===== src/rtl/core/urbfg_pkg.sv =====
package urbfg_pkg;

    // Event opcodes
    localparam logic [2:0] OP_HOST_PUT  = 3'd0;
    localparam logic [2:0] OP_HOST_GET  = 3'd1;
    localparam logic [2:0] OP_LINE_RDY  = 3'd2;
    localparam logic [2:0] OP_LINE_BYTE = 3'd3;
    localparam logic [2:0] OP_TICK      = 3'd4;
    localparam logic [2:0] OP_CLR_FRAME = 3'd5;

    // Result status codes
    localparam logic [1:0] ST_OK       = 2'd0;
    localparam logic [1:0] ST_TX_FULL  = 2'd1;
    localparam logic [1:0] ST_RX_EMPTY = 2'd2;
    localparam logic [1:0] ST_TX_EMPTY = 2'd3;

    // Source of the result byte
    localparam logic [1:0] SRC_NONE = 2'd0;
    localparam logic [1:0] SRC_TX   = 2'd1;
    localparam logic [1:0] SRC_RX   = 2'd2;

    // Configuration register map
    localparam int         CFG_IDX_W       = 4;
    localparam logic [3:0] CFG_HALF_DUPLEX = 4'd0;
    localparam logic [3:0] CFG_FRAME_GAP   = 4'd1;

    localparam logic       HALF_DUPLEX_RST = 1'b1;
    localparam logic [7:0] FRAME_GAP_RST   = 8'd10;

    localparam int LEVEL_W = 7;

    typedef struct packed {
        logic push;
        logic pop;
    } t_fifo_cmd;

    typedef struct packed {
        logic full;
        logic empty;
    } t_fifo_stat;

endpackage


===== src/rtl/core/urbfg_in_if.sv =====
interface urbfg_in_if;
    logic       valid;
    logic       ready;
    logic [2:0] opcode;
    logic [7:0] data_byte;

    modport source (output valid, output opcode, output data_byte, input ready);
    modport sink   (input valid, input opcode, input data_byte, output ready);
endinterface


===== src/rtl/core/urbfg_out_if.sv =====
interface urbfg_out_if;
    logic       valid;
    logic       ready;
    logic [7:0] out_byte;
    logic [1:0] status;
    logic       line_send;
    logic       tx_busy;
    logic       frame_ready;
    logic [6:0] rx_level;
    logic [6:0] tx_level;

    modport source (
        output valid, output out_byte, output status, output line_send,
        output tx_busy, output frame_ready, output rx_level, output tx_level,
        input ready
    );
    modport sink (
        input valid, input out_byte, input status, input line_send,
        input tx_busy, input frame_ready, input rx_level, input tx_level,
        output ready
    );
endinterface


===== src/rtl/core/urbfg_cfg_if.sv =====
interface urbfg_cfg_if;
    logic       valid;
    logic       ready;
    logic [3:0] index;
    logic [7:0] data;

    modport source (output valid, output index, output data, input ready);
    modport sink   (input valid, input index, input data, output ready);
endinterface


===== src/rtl/core/urbfg_fifo.sv =====
module urbfg_fifo
    import urbfg_pkg::*;
#(
    parameter int DEPTH = 64
) (
    input  logic               i_clk,
    input  logic               i_rst_n,
    input  t_fifo_cmd          i_cmd,
    input  logic [7:0]         i_wdata,
    output t_fifo_stat         o_stat,
    output logic [LEVEL_W-1:0] o_level,
    output logic [7:0]         o_rdata
);

    localparam int PW = $clog2(DEPTH);
    localparam int CW = $clog2(DEPTH + 1);

    logic [7:0]          r_mem [DEPTH];
    logic [7:0]          r_rdata;
    logic [PW-1:0]       r_head;
    logic [PW-1:0]       r_tail;
    logic [CW-1:0]       r_count;
    logic [PW-1:0]       n_head;
    logic [PW-1:0]       n_tail;
    logic [CW-1:0]       n_count;
    logic [CW+LEVEL_W-1:0] level_ext;

    // Pointer wrap and fill count
    always_comb begin
        n_head  = r_head;
        n_tail  = r_tail;
        n_count = r_count;
        if (i_cmd.push) begin
            n_head  = (r_head == PW'(DEPTH - 1)) ? '0 : PW'(r_head + 1'b1);
            n_count = CW'(r_count + 1'b1);
        end
        if (i_cmd.pop) begin
            n_tail  = (r_tail == PW'(DEPTH - 1)) ? '0 : PW'(r_tail + 1'b1);
            n_count = CW'(r_count - 1'b1);
        end
    end

    always_ff @(posedge i_clk) begin
        if (!i_rst_n) begin
            r_head  <= '0;
            r_tail  <= '0;
            r_count <= '0;
        end else begin
            r_head  <= n_head;
            r_tail  <= n_tail;
            r_count <= n_count;
        end
    end

    // Storage: one write port, one registered read port
    always_ff @(posedge i_clk) begin
        if (i_cmd.push) begin
            r_mem[r_head] <= i_wdata;
        end
        if (i_cmd.pop) begin
            r_rdata <= r_mem[r_tail];
        end
    end

    assign level_ext    = {{LEVEL_W{1'b0}}, r_count};
    assign o_level      = level_ext[LEVEL_W-1:0];
    assign o_stat.full  = (r_count == CW'(DEPTH));
    assign o_stat.empty = (r_count == '0);
    assign o_rdata      = r_rdata;

endmodule


===== src/rtl/core/uart_ring_buffers_with_frame_gap.sv =====
// Latency: the result of an accepted event is valid on the next cycle.
// Throughput: one event per cycle unless output stalls; each event is at most one
// pointer or counter step; each FIFO has one write and one registered read port.
// Input ready drops only while a finished result waits on a stalled output.
// Reset (synchronous, active low) empties both FIFOs, clears the busy flag,
// gap timer and frame flag, and loads half duplex = 1, frame gap = 10.
module uart_ring_buffers_with_frame_gap
    import urbfg_pkg::*;
#(
    parameter int TX_DEPTH = 64,
    parameter int RX_DEPTH = 64
) (
    input  logic  i_clk,
    input  logic  i_rst_n,
    urbfg_in_if.sink    i_in,
    urbfg_out_if.source o_out,
    urbfg_cfg_if.sink   i_cfg
);

    logic               r_half_duplex;
    logic [7:0]         r_frame_gap;
    logic               r_busy;
    logic [7:0]         r_gap_timer;
    logic               r_frame;
    logic               r_out_valid;
    logic [1:0]         r_status;
    logic               r_send;
    logic [1:0]         r_src;

    logic               n_busy;
    logic [7:0]         n_gap_timer;
    logic               n_frame;
    logic [1:0]         n_status;
    logic               n_send;
    logic [1:0]         n_src;

    logic               in_ready;
    logic               accept;
    t_fifo_cmd          tx_cmd;
    t_fifo_cmd          rx_cmd;
    t_fifo_stat         tx_stat;
    t_fifo_stat         rx_stat;
    logic [LEVEL_W-1:0] tx_level;
    logic [LEVEL_W-1:0] rx_level;
    logic [7:0]         tx_rdata;
    logic [7:0]         rx_rdata;
    logic [7:0]         out_byte;

    assign in_ready   = !r_out_valid || o_out.ready;
    assign accept     = i_in.valid && in_ready;
    assign i_in.ready = in_ready;

    // Event decode
    always_comb begin
        tx_cmd      = '0;
        rx_cmd      = '0;
        n_busy      = r_busy;
        n_gap_timer = r_gap_timer;
        n_frame     = r_frame;
        n_status    = ST_OK;
        n_send      = 1'b0;
        n_src       = SRC_NONE;
        case (i_in.opcode)
            OP_HOST_PUT: begin
                if (tx_stat.full) begin
                    n_status = ST_TX_FULL;
                end else begin
                    tx_cmd.push = accept;
                end
            end
            OP_HOST_GET: begin
                if (rx_stat.empty) begin
                    n_status = ST_RX_EMPTY;
                end else begin
                    rx_cmd.pop = accept;
                    n_src      = SRC_RX;
                end
            end
            OP_LINE_RDY: begin
                if (tx_stat.empty) begin
                    n_busy   = 1'b0;
                    n_status = ST_TX_EMPTY;
                end else begin
                    tx_cmd.pop = accept;
                    n_busy     = 1'b1;
                    n_send     = 1'b1;
                    n_src      = SRC_TX;
                end
            end
            OP_LINE_BYTE: begin
                // half duplex drops line bytes while transmitting
                if (!(r_half_duplex && r_busy)) begin
                    rx_cmd.push = accept && !rx_stat.full;
                    n_gap_timer = r_frame_gap;
                end
            end
            OP_TICK: begin
                if (r_gap_timer != '0) begin
                    n_gap_timer = r_gap_timer - 8'd1;
                    if (r_gap_timer == 8'd1) begin
                        n_frame = 1'b1;
                    end
                end
            end
            OP_CLR_FRAME: begin
                n_frame = 1'b0;
            end
            default: begin
            end
        endcase
    end

    // Event state and result register
    always_ff @(posedge i_clk) begin
        if (!i_rst_n) begin
            r_busy      <= 1'b0;
            r_gap_timer <= '0;
            r_frame     <= 1'b0;
            r_out_valid <= 1'b0;
            r_src       <= SRC_NONE;
        end else begin
            if (accept) begin
                r_busy      <= n_busy;
                r_gap_timer <= n_gap_timer;
                r_frame     <= n_frame;
                r_src       <= n_src;
                r_out_valid <= 1'b1;
            end else if (o_out.ready) begin
                r_out_valid <= 1'b0;
            end
        end
    end

    always_ff @(posedge i_clk) begin
        if (accept) begin
            r_status <= n_status;
            r_send   <= n_send;
        end
    end

    // Configuration registers
    assign i_cfg.ready = 1'b1;

    always_ff @(posedge i_clk) begin
        if (!i_rst_n) begin
            r_half_duplex <= HALF_DUPLEX_RST;
            r_frame_gap   <= FRAME_GAP_RST;
        end else if (i_cfg.valid) begin
            case (i_cfg.index)
                CFG_HALF_DUPLEX: r_half_duplex <= i_cfg.data[0];
                CFG_FRAME_GAP:   r_frame_gap   <= i_cfg.data;
                default: begin
                end
            endcase
        end
    end

    urbfg_fifo #(.DEPTH(TX_DEPTH)) u_tx_fifo (
        .i_clk   (i_clk),
        .i_rst_n (i_rst_n),
        .i_cmd   (tx_cmd),
        .i_wdata (i_in.data_byte),
        .o_stat  (tx_stat),
        .o_level (tx_level),
        .o_rdata (tx_rdata)
    );

    urbfg_fifo #(.DEPTH(RX_DEPTH)) u_rx_fifo (
        .i_clk   (i_clk),
        .i_rst_n (i_rst_n),
        .i_cmd   (rx_cmd),
        .i_wdata (i_in.data_byte),
        .o_stat  (rx_stat),
        .o_level (rx_level),
        .o_rdata (rx_rdata)
    );

    // Result byte comes from the registered FIFO read data
    always_comb begin
        case (r_src)
            SRC_TX:  out_byte = tx_rdata;
            SRC_RX:  out_byte = rx_rdata;
            default: out_byte = 8'd0;
        endcase
    end

    // State registers only move on accept, so they match the held result
    assign o_out.valid       = r_out_valid;
    assign o_out.out_byte    = out_byte;
    assign o_out.status      = r_status;
    assign o_out.line_send   = r_send;
    assign o_out.tx_busy     = r_busy;
    assign o_out.frame_ready = r_frame;
    assign o_out.rx_level    = rx_level;
    assign o_out.tx_level    = tx_level;

endmodule


===== src/flat_wrapper.sv =====
// flat-port wrapper written by rule: the top's interface ports become plain ports
module uart_ring_buffers_with_frame_gap_flat import urbfg_pkg::*;
#(
    parameter int TX_DEPTH = 64,
    parameter int RX_DEPTH = 64
)
  (i_clk, i_rst_n, i_in_valid, i_in_opcode, i_in_data_byte, i_in_ready, o_out_valid, o_out_out_byte, o_out_status, o_out_line_send, o_out_tx_busy, o_out_frame_ready, o_out_rx_level, o_out_tx_level, o_out_ready, i_cfg_valid, i_cfg_index, i_cfg_data, i_cfg_ready);
  urbfg_in_if i_in_i ();
  urbfg_out_if o_out_i ();
  urbfg_cfg_if i_cfg_i ();
  input  logic i_clk;
  input  logic i_rst_n;
  input wire logic [$bits(i_in_i.valid)-1:0] i_in_valid;
  input wire logic [$bits(i_in_i.opcode)-1:0] i_in_opcode;
  input wire logic [$bits(i_in_i.data_byte)-1:0] i_in_data_byte;
  output wire logic [$bits(i_in_i.ready)-1:0] i_in_ready;
  output wire logic [$bits(o_out_i.valid)-1:0] o_out_valid;
  output wire logic [$bits(o_out_i.out_byte)-1:0] o_out_out_byte;
  output wire logic [$bits(o_out_i.status)-1:0] o_out_status;
  output wire logic [$bits(o_out_i.line_send)-1:0] o_out_line_send;
  output wire logic [$bits(o_out_i.tx_busy)-1:0] o_out_tx_busy;
  output wire logic [$bits(o_out_i.frame_ready)-1:0] o_out_frame_ready;
  output wire logic [$bits(o_out_i.rx_level)-1:0] o_out_rx_level;
  output wire logic [$bits(o_out_i.tx_level)-1:0] o_out_tx_level;
  input wire logic [$bits(o_out_i.ready)-1:0] o_out_ready;
  input wire logic [$bits(i_cfg_i.valid)-1:0] i_cfg_valid;
  input wire logic [$bits(i_cfg_i.index)-1:0] i_cfg_index;
  input wire logic [$bits(i_cfg_i.data)-1:0] i_cfg_data;
  output wire logic [$bits(i_cfg_i.ready)-1:0] i_cfg_ready;
  assign i_in_i.valid = i_in_valid;
  assign i_in_i.opcode = i_in_opcode;
  assign i_in_i.data_byte = i_in_data_byte;
  assign i_in_ready = i_in_i.ready;
  assign o_out_valid = o_out_i.valid;
  assign o_out_out_byte = o_out_i.out_byte;
  assign o_out_status = o_out_i.status;
  assign o_out_line_send = o_out_i.line_send;
  assign o_out_tx_busy = o_out_i.tx_busy;
  assign o_out_frame_ready = o_out_i.frame_ready;
  assign o_out_rx_level = o_out_i.rx_level;
  assign o_out_tx_level = o_out_i.tx_level;
  assign o_out_i.ready = o_out_ready;
  assign i_cfg_i.valid = i_cfg_valid;
  assign i_cfg_i.index = i_cfg_index;
  assign i_cfg_i.data = i_cfg_data;
  assign i_cfg_ready = i_cfg_i.ready;
  uart_ring_buffers_with_frame_gap #(.TX_DEPTH(TX_DEPTH), .RX_DEPTH(RX_DEPTH)) u_core (.i_clk(i_clk), .i_rst_n(i_rst_n), .i_in(i_in_i), .o_out(o_out_i), .i_cfg(i_cfg_i));
endmodule

===== config.mk =====
export PLATFORM = sky130hd
export DESIGN_NAME = uart_ring_buffers_with_frame_gap_flat
export DESIGN_NICKNAME = d
export VERILOG_FILES = /design/src/rtl/core/urbfg_pkg.sv /design/src/rtl/core/urbfg_in_if.sv /design/src/rtl/core/urbfg_out_if.sv /design/src/rtl/core/urbfg_cfg_if.sv /design/src/rtl/core/urbfg_fifo.sv /design/src/rtl/core/uart_ring_buffers_with_frame_gap.sv /design/src/flat_wrapper.sv
export SDC_FILE = /design/constraint.sdc
export NUM_CORES = 1
export LEC_CHECK = 0
export BUFFER_PORTS_ARGS = -buffer_cell sky130_fd_sc_hd__clkbuf_2
export CAP_MARGIN = 20
export CORE_ASPECT_RATIO = 0.75
export CORE_MARGIN = 8
export CORE_UTILIZATION = 40
export CTS_CLUSTER_DIAMETER = 150
export CTS_CLUSTER_SIZE = 25
export DETAILED_ROUTE_END_ITERATION = 8
export PLACE_DENSITY = 0.57
export SETUP_SLACK_MARGIN = 0.02
export SYNTH_ARGS = -nofsm -noshare
export SYNTH_HDL_FRONTEND = slang
export SYNTH_SLANG_ARGS = --single-unit
export TNS_END_PERCENT = 10

===== constraint.sdc =====
create_clock -name i_clk -period 2.7 [get_ports i_clk]
set_input_delay 0.135 -clock i_clk [delete_from_list [all_inputs] [get_ports i_clk]]
set_output_delay 0.135 -clock i_clk [all_outputs]
set_load 0.01 [all_outputs]

# --- Yosys cells after proc, flatten, opt, wreduce, memory -nomap -nowiden ---
# Memory sizes are Yosys's and may differ from the RTL's. A register that Yosys moved wholly into a read port is not among the register bits.
# Index checks and enable logic that the tools add are counted.
classes:
  n_addsub: 9
  muxes: 37
  reduce_logical: 21
  n_eq_ne: 18
op_table:
  columns: ["operator", "n"]
  rows:
  - ["case mux 8 bit (2 select lines)", 2]
  - ["2-to-1 mux 7 bit", 4]
  - ["adder 6 x 1 -> 6 bit, second input constant", 4]
  - ["== test 6 bit, second input constant", 4]
  - ["2-to-1 mux 6 bit", 4]
  - ["2-to-1 mux 1 bit", 19]
  - ["2-to-1 mux 8 bit", 2]
  - ["adder 7 x 1 -> 7 bit, second input constant", 2]
  - ["== test 7 bit, second input constant", 2]
  - ["zero test 7 bit", 2]
  - ["subtractor 7 x 1 -> 7 bit, second input constant", 2]
  - ["nonzero test 2 bit", 5]
  - ["== test 8 x 1 -> 1 bit, second input constant", 1]
  - ["AND reduction 4 bit", 2]
  - ["nonzero test 8 bit", 1]
  - ["subtractor 8 x 1 -> 8 bit, second input constant", 1]
  - ["== test 3 x 2 -> 1 bit, second input constant", 2]
  - ["== test 3 bit, second input constant", 2]
  - ["2-to-1 mux 2 bit", 3]
  - ["case mux 2 bit (3 select lines)", 1]
  - ["AND reduction 2 bit", 3]
  - ["== test 4 x 1 -> 1 bit, second input constant", 1]
  - ["zero test 4 bit", 1]
  - ["inequality test 2 x 1 -> 1 bit, second input constant", 2]
  - ["other kinds (10)", 13]
totals:
  output_inout_bits: 30
  register_bits: 63
  input_bits: 28
  memories: 2
  ram_bits: 1024
mem_list:
  columns: ["name", "depth", "word_bits", "read_ports", "rd_ports_with_merged_regs", "write_ports", "line", "source"]
  rows:
  - ["u_core.u_rx_fifo.r_mem", 64, 8, 1, 1, 1, "urbfg_fifo.sv:18", "logic [7:0] r_mem [DEPTH];"]
  - ["u_core.u_tx_fifo.r_mem", 64, 8, 1, 1, 1, "urbfg_fifo.sv:18", null]

# --- Depth between registers and ports, before layout ---
logic_depth:
  word_depth: 8
  depth_mapped: 12

# --- Modules after synthesis ---
# A second synthesis with hierarchy kept.
hier_totals:
  hier_cells: 2329
  hier_area_um2: 43924.6
by_module_without_submodules:
  columns: ["module", "seq_area_each_um2", "cells_per_inst", "area_per_inst_um2", "n_inst"]
  rows:
  - ["urbfg_fifo at u_core.u_tx_fifo", 15995.3, 1069, 21275.4, 1]
  - ["urbfg_fifo at u_core.u_rx_fifo", 15995.3, 1090, 21235.4, 1]
  - ["uart_ring_buffers_with_frame_gap", 530.5, 170, 1413.9, 1]

# --- Worst setup path after synthesis ---
# OpenSTA, ideal clock, no wires.
synth_timing:
  path_kind: "flip-flop to flip-flop"
  start: "register u_core.u_rx_fifo.r_count[0], in the netlist u_core.u_rx_fifo.o_level[0]"
  end: "register u_core.u_rx_fifo.r_count[6], in the netlist u_core.u_rx_fifo.o_level[6]"
  arrival_time_ps: 2839
  n_path_buf: 1
  path_slack_ps: -254
  required_ps: 2585
  period_less_slack_ps: 2954
  setup_ps: 115
  stages_incl_launch_ff: 12
  cell_sequence: "dfxtp_1 -> or4_1 -> nor4_2 -> nor4_1 -> buf_2 -> ha_1 -> a21o_1 -> a21oi_1 -> o21ai_0 -> mux2i_1 -> xnor2_1 -> and2_1"
synth_rtl:
  columns: ["item", "line", "source"]
  rows:
  - ["start: declaration", "urbfg_fifo.sv:22", "logic [CW-1:0] r_count;"]
  - ["start signal: assignment", "urbfg_fifo.sv:51", "r_count <= n_count;"]

==> run_results.csv <==
group,metric,value,unit
worst_setup_path,critPathKind,"flop to flop",
cts,worstSkewPairLatency,650,ps
floorplanning,initial_utilization,40.10,%
run,cap_viol_max_count,0,
placed_design,io_buffer_count,56,
timing,max_slew_margin,40.44,%
floorplanning,rows,105,
timing,rsz0062_at_grt,"yes",
power_and_ir_drop,power,28.11,mW
drt,antenna_left,0,
run_status,failed_checks,"setup timing",
worst_setup_path,r2r_setup_slack,-80,ps
finish,seq_area,32550,sq um
synthesis,synth-edff-count,1043,
finish,multi_input_area,10820,sq um
drt,vias,22015,
timing,min_period_over_period,102.8,%
worst_hold_path,hp-class,"input pin to flop",
global_routing,track_usage,16.55,%
timing,fin_ws,-76.72,ps
worst_setup_path,slowest_delay,530,ps
worst_setup_path,crit_path_max_fanout,6,
synthesis,yosysUniqueCellTypes,76,
power_and_ir_drop,irDropWorstVdd,0.4517,mV
floorplanning,dieHeight,301.8,microns
worst_setup_path,cpMaxStageDelayCell,"or4_4",
worst_setup_path,cp-end-kind,"flop",
timing,fmax,0.3601,GHz
placed_design,routabilityCongestion,0.8617,
worst_setup_path,cp_top_family,"simple AND/OR/NAND/NOR gates",
synthesis,ys_warn_count,0,
cts,cts_buffers,50,
drt,route.detailed.drc,0,
run_status,status,"finished, violations left",
power_and_ir_drop,leakage,14.85,nW
worst_setup_path,critPathRequiredTime,3290,ps
timing,whs,28.47,ps
timing,min_period,2777,ps
worst_setup_path,start_kind,"flop",
worst_setup_path,path_buf_inv,2,
synthesis,synth_fp_nets,2304,
worst_setup_path,path_cells,"or4_4 > or4_4 > nand4_4 > inv_8 > buf_12 > ha_4 > a21o_1 > a31oi_1 > mux2i_1 > mux2i_1",
worst_setup_path,critical_path_arrival,3370,ps
floorplanning,core,108600,sq um
synthesis,yosysSeqAreaShare,74.65,%
finish,final_area,49000,sq um
synthesis,netlist_area,43560,sq um
cts,clkSlewWorstSetupHoldPaths,100,ps
worst_setup_path,r2r-start,"u_core.u_tx_fifo.o_level[1]$_SDFFE_PN0P_",
worst_setup_path,rr_endpoint,"u_core.u_tx_fifo.o_level[6]$_SDFFE_PN0P_",
placed_design,place_hpwl,67180,microns
cts,htree_levels,2,
floorplanning,dieArea,119800,sq um
timing,setup_viol,2,
cts,cts_tree,"done",
drt,drt-total-wl,100900,microns
cts,ctsRootBufferMaster,"clkbuf_16",
finish,syn_to_final_growth,12.49,%
timing,skew,54.71,ps
finish,drive_gt1_share,28.79,%
synthesis,syn_area_per_cell,19.31,sq um
cts,clock-sinks,1103,
floorplanning,die_w,397.1,microns
synthesis,synthArstFlopShare,0,%
worst_hold_path,hp-start,"i_in_data_byte[7]",
drt,avgRoutedWirePerCell,25.85,microns
worst_setup_path,reg2reg_depth,10,
global_routing,grt_pass1_vias,21979,
global_routing,antenna_found_initial,3,
placed_design,dpl-instance-area,46920,sq um
timing,worst_pin_slew,891.6,ps
global_routing,overflow,0,
drt,drtIter0Drc,2368,
global_routing,grt_pass1_wl,149400,microns
synthesis,ys_seq_elements,1103,
global_routing,grt_max_degree,66,
power_and_ir_drop,power.density,573.6,nW/um^2
finish,mostFrequentLayoutCells,"edfxtp_1 (1043), mux4_2 (224), buf_4 (153)",
drt,routed_via_density,5.641,
cts,cts.path.max_buffers,3,
synthesis,synth_ff_type,"edfxtp_1",
synthesis,syn_inst,2256,
worst_hold_path,min_to,"u_core.u_tx_fifo.r_mem[10][7]$_DFFE_PP_",
timing,hold_violations,0,
drt,dr.pass1.iters,5,
finish,layout_commonest_cell,"edfxtp_1",
floorplanning,num_io_pins,58,
finish,antenna_cells,0,
finish,design.final.nets,2474,
finish,n_fill_cell,9112,
timing,drv_slew,0,
worst_hold_path,min_path_cells,1,
sequential cells by signal (all words and copies together) (netlist names):
| signal | cells |
|---|---|
| u_core.u_tx_fifo.o_level | 7 |
| u_core.u_rx_fifo.r_mem | 512 |
| u_core.u_rx_fifo.r_head | 6 |
| u_core.u_rx_fifo.o_rdata | 8 |
| u_core.u_tx_fifo.r_tail | 6 |
| u_core.o_out.line_send | 1 |
| u_core.u_rx_fifo.r_tail | 6 |
| u_core.u_tx_fifo.o_rdata | 8 |
| u_core.u_rx_fifo.o_level | 7 |
| u_core.r_frame_gap | 8 |
| u_core.r_gap_timer | 8 |
| u_core.u_tx_fifo.r_mem | 512 |
| u_core.o_out.frame_ready | 1 |
| u_core.r_src | 2 |
| u_core.o_out.status | 2 |
| u_core.o_out.valid | 1 |
| u_core.o_out.tx_busy | 1 |
| u_core.r_half_duplex | 1 |
| u_core.u_tx_fifo.r_head | 6 |
worst register-to-register path, cell delays in order, from the launching register on:
cell and delay, ps:
dfxtp_4 350, or4_4 530, or4_4 520, nand4_4 140, inv_8 70, buf_12 130
ha_4 210, a21o_1 160, a31oi_1 170, mux2i_1 250, mux2i_1 190
logic make-up (layout without fill, tap and decap cells):
group                      after synthesis  in the layout  synth area share [%]
DFF                                   1103           1103                 74.65
and+or+nand+nor                        369            369                 4.219
muxes                                  315            315                 13.73
buffers and inverters                  155            358                 1.631
xor gates and xnor gates                25             25                0.5026
other                                    1              1              0.008608
adders and majority gates               20             20                0.6089
AOI/OAI and AO/OA                      268            268                 4.647
stage by stage:
stage	setup WS, ps	TNS (ps)	cells	utilization (%)
2_1_floorplan	-58.45	-165.3	2256	-
3_3_place_gp	-47.20	-140.7	3797	43.18
3_5_place_dp	-86.88	-2496	3798	43.19
4_1_cts	-98.51	-136.8	3903	44.83
5_1_grt	-168.2	-424.8	3903	45.10
6_report	-76.72	-109.5	3903	45.10
layout make-up:
class | instances | area share [%]
clock buffers | 84 | 2.944
clock inverters | 1 | 0.06128
inverters | 18 | 0.1532
multi-input cells | 998 | 22.08
flip-flops and latches | 1103 | 66.42
well taps | 1444 | 3.687
repair buffers | 255 | 4.655
synthesized netlist by cell type (all sizes together), types with 20 or more instances:
master | n | area, sq um
a21oi | 29 | 145.1
nor2b | 27 | 168.9
o21ai | 20 | 100.1
nand2 | 62 | 242.7
a22o | 40 | 350.3
nor2 | 165 | 629.4
mux2i | 71 | 710.7
buf | 89 | 457.9
nand3 | 23 | 137.6
mux4 | 224 | 5045
dfxtp | 60 | 1201
o221ai | 20 | 175.2
a22oi | 34 | 255.2
and2 | 20 | 126.4
mux2 | 20 | 225.2
a221oi | 32 | 280.3
edfxtp | 1043 | 31320
clkbuf | 48 | 180.2
what timing repair did:
action / 4_1_cts / 5_1_grt
pin swaps: 3 / 3
hold buffers: 17 / 0
endpoints found under the hold margin: 30 / 0
resized for setup: 40 / 94
endpoints found under the setup margin: 308 / 692
buffers inserted: 3 / 0
metal layers:
layer / vias up / global-route usage, % / wire length [microns]
li1: 9526 / - / -
met1: 11648 / 25.95 / 47870
met2: 745 / 24.05 / 43580
met3: 94 / 3.457 / 7819
met4: 2 / 2.932 / 1615
met5: - / 0 / 20
power by group:
group / switching [mW] / internal, mW / leakage, nW
Clock: 5.07 / 3.70 / 0.701
Combinational: 0.453 / 0.200 / 4.29
Sequential: 0.0143 / 18.7 / 9.87
worst max-delay path by stage:
stage,startpoint,end,slack [ps],depth (start not counted)
5_1_grt,u_core.u_tx_fifo.o_level[1]$_SDFFE_PN0P_,u_core.u_tx_fifo.o_level[6]$_SDFFE_PN0P_,-170,10
3_3_place_gp,u_core.u_tx_fifo.o_level[1]$_SDFFE_PN0P_,u_core.u_tx_fifo.o_level[6]$_SDFFE_PN0P_,-50,10
2_1_floorplan,u_core.u_tx_fifo.o_level[1]$_SDFFE_PN0P_,u_core.u_tx_fifo.o_level[5]$_SDFFE_PN0P_,-60,11
6_report,u_core.u_tx_fifo.o_level[1]$_SDFFE_PN0P_,u_core.u_tx_fifo.o_level[6]$_SDFFE_PN0P_,-80,10
3_5_place_dp,u_core.u_tx_fifo.o_level[1]$_SDFFE_PN0P_,u_core.u_tx_fifo.o_level[6]$_SDFFE_PN0P_,-90,10
4_1_cts,u_core.u_tx_fifo.o_level[1]$_SDFFE_PN0P_,u_core.u_tx_fifo.o_level[6]$_SDFFE_PN0P_,-100,10
(Power assumes the default switching activity.)
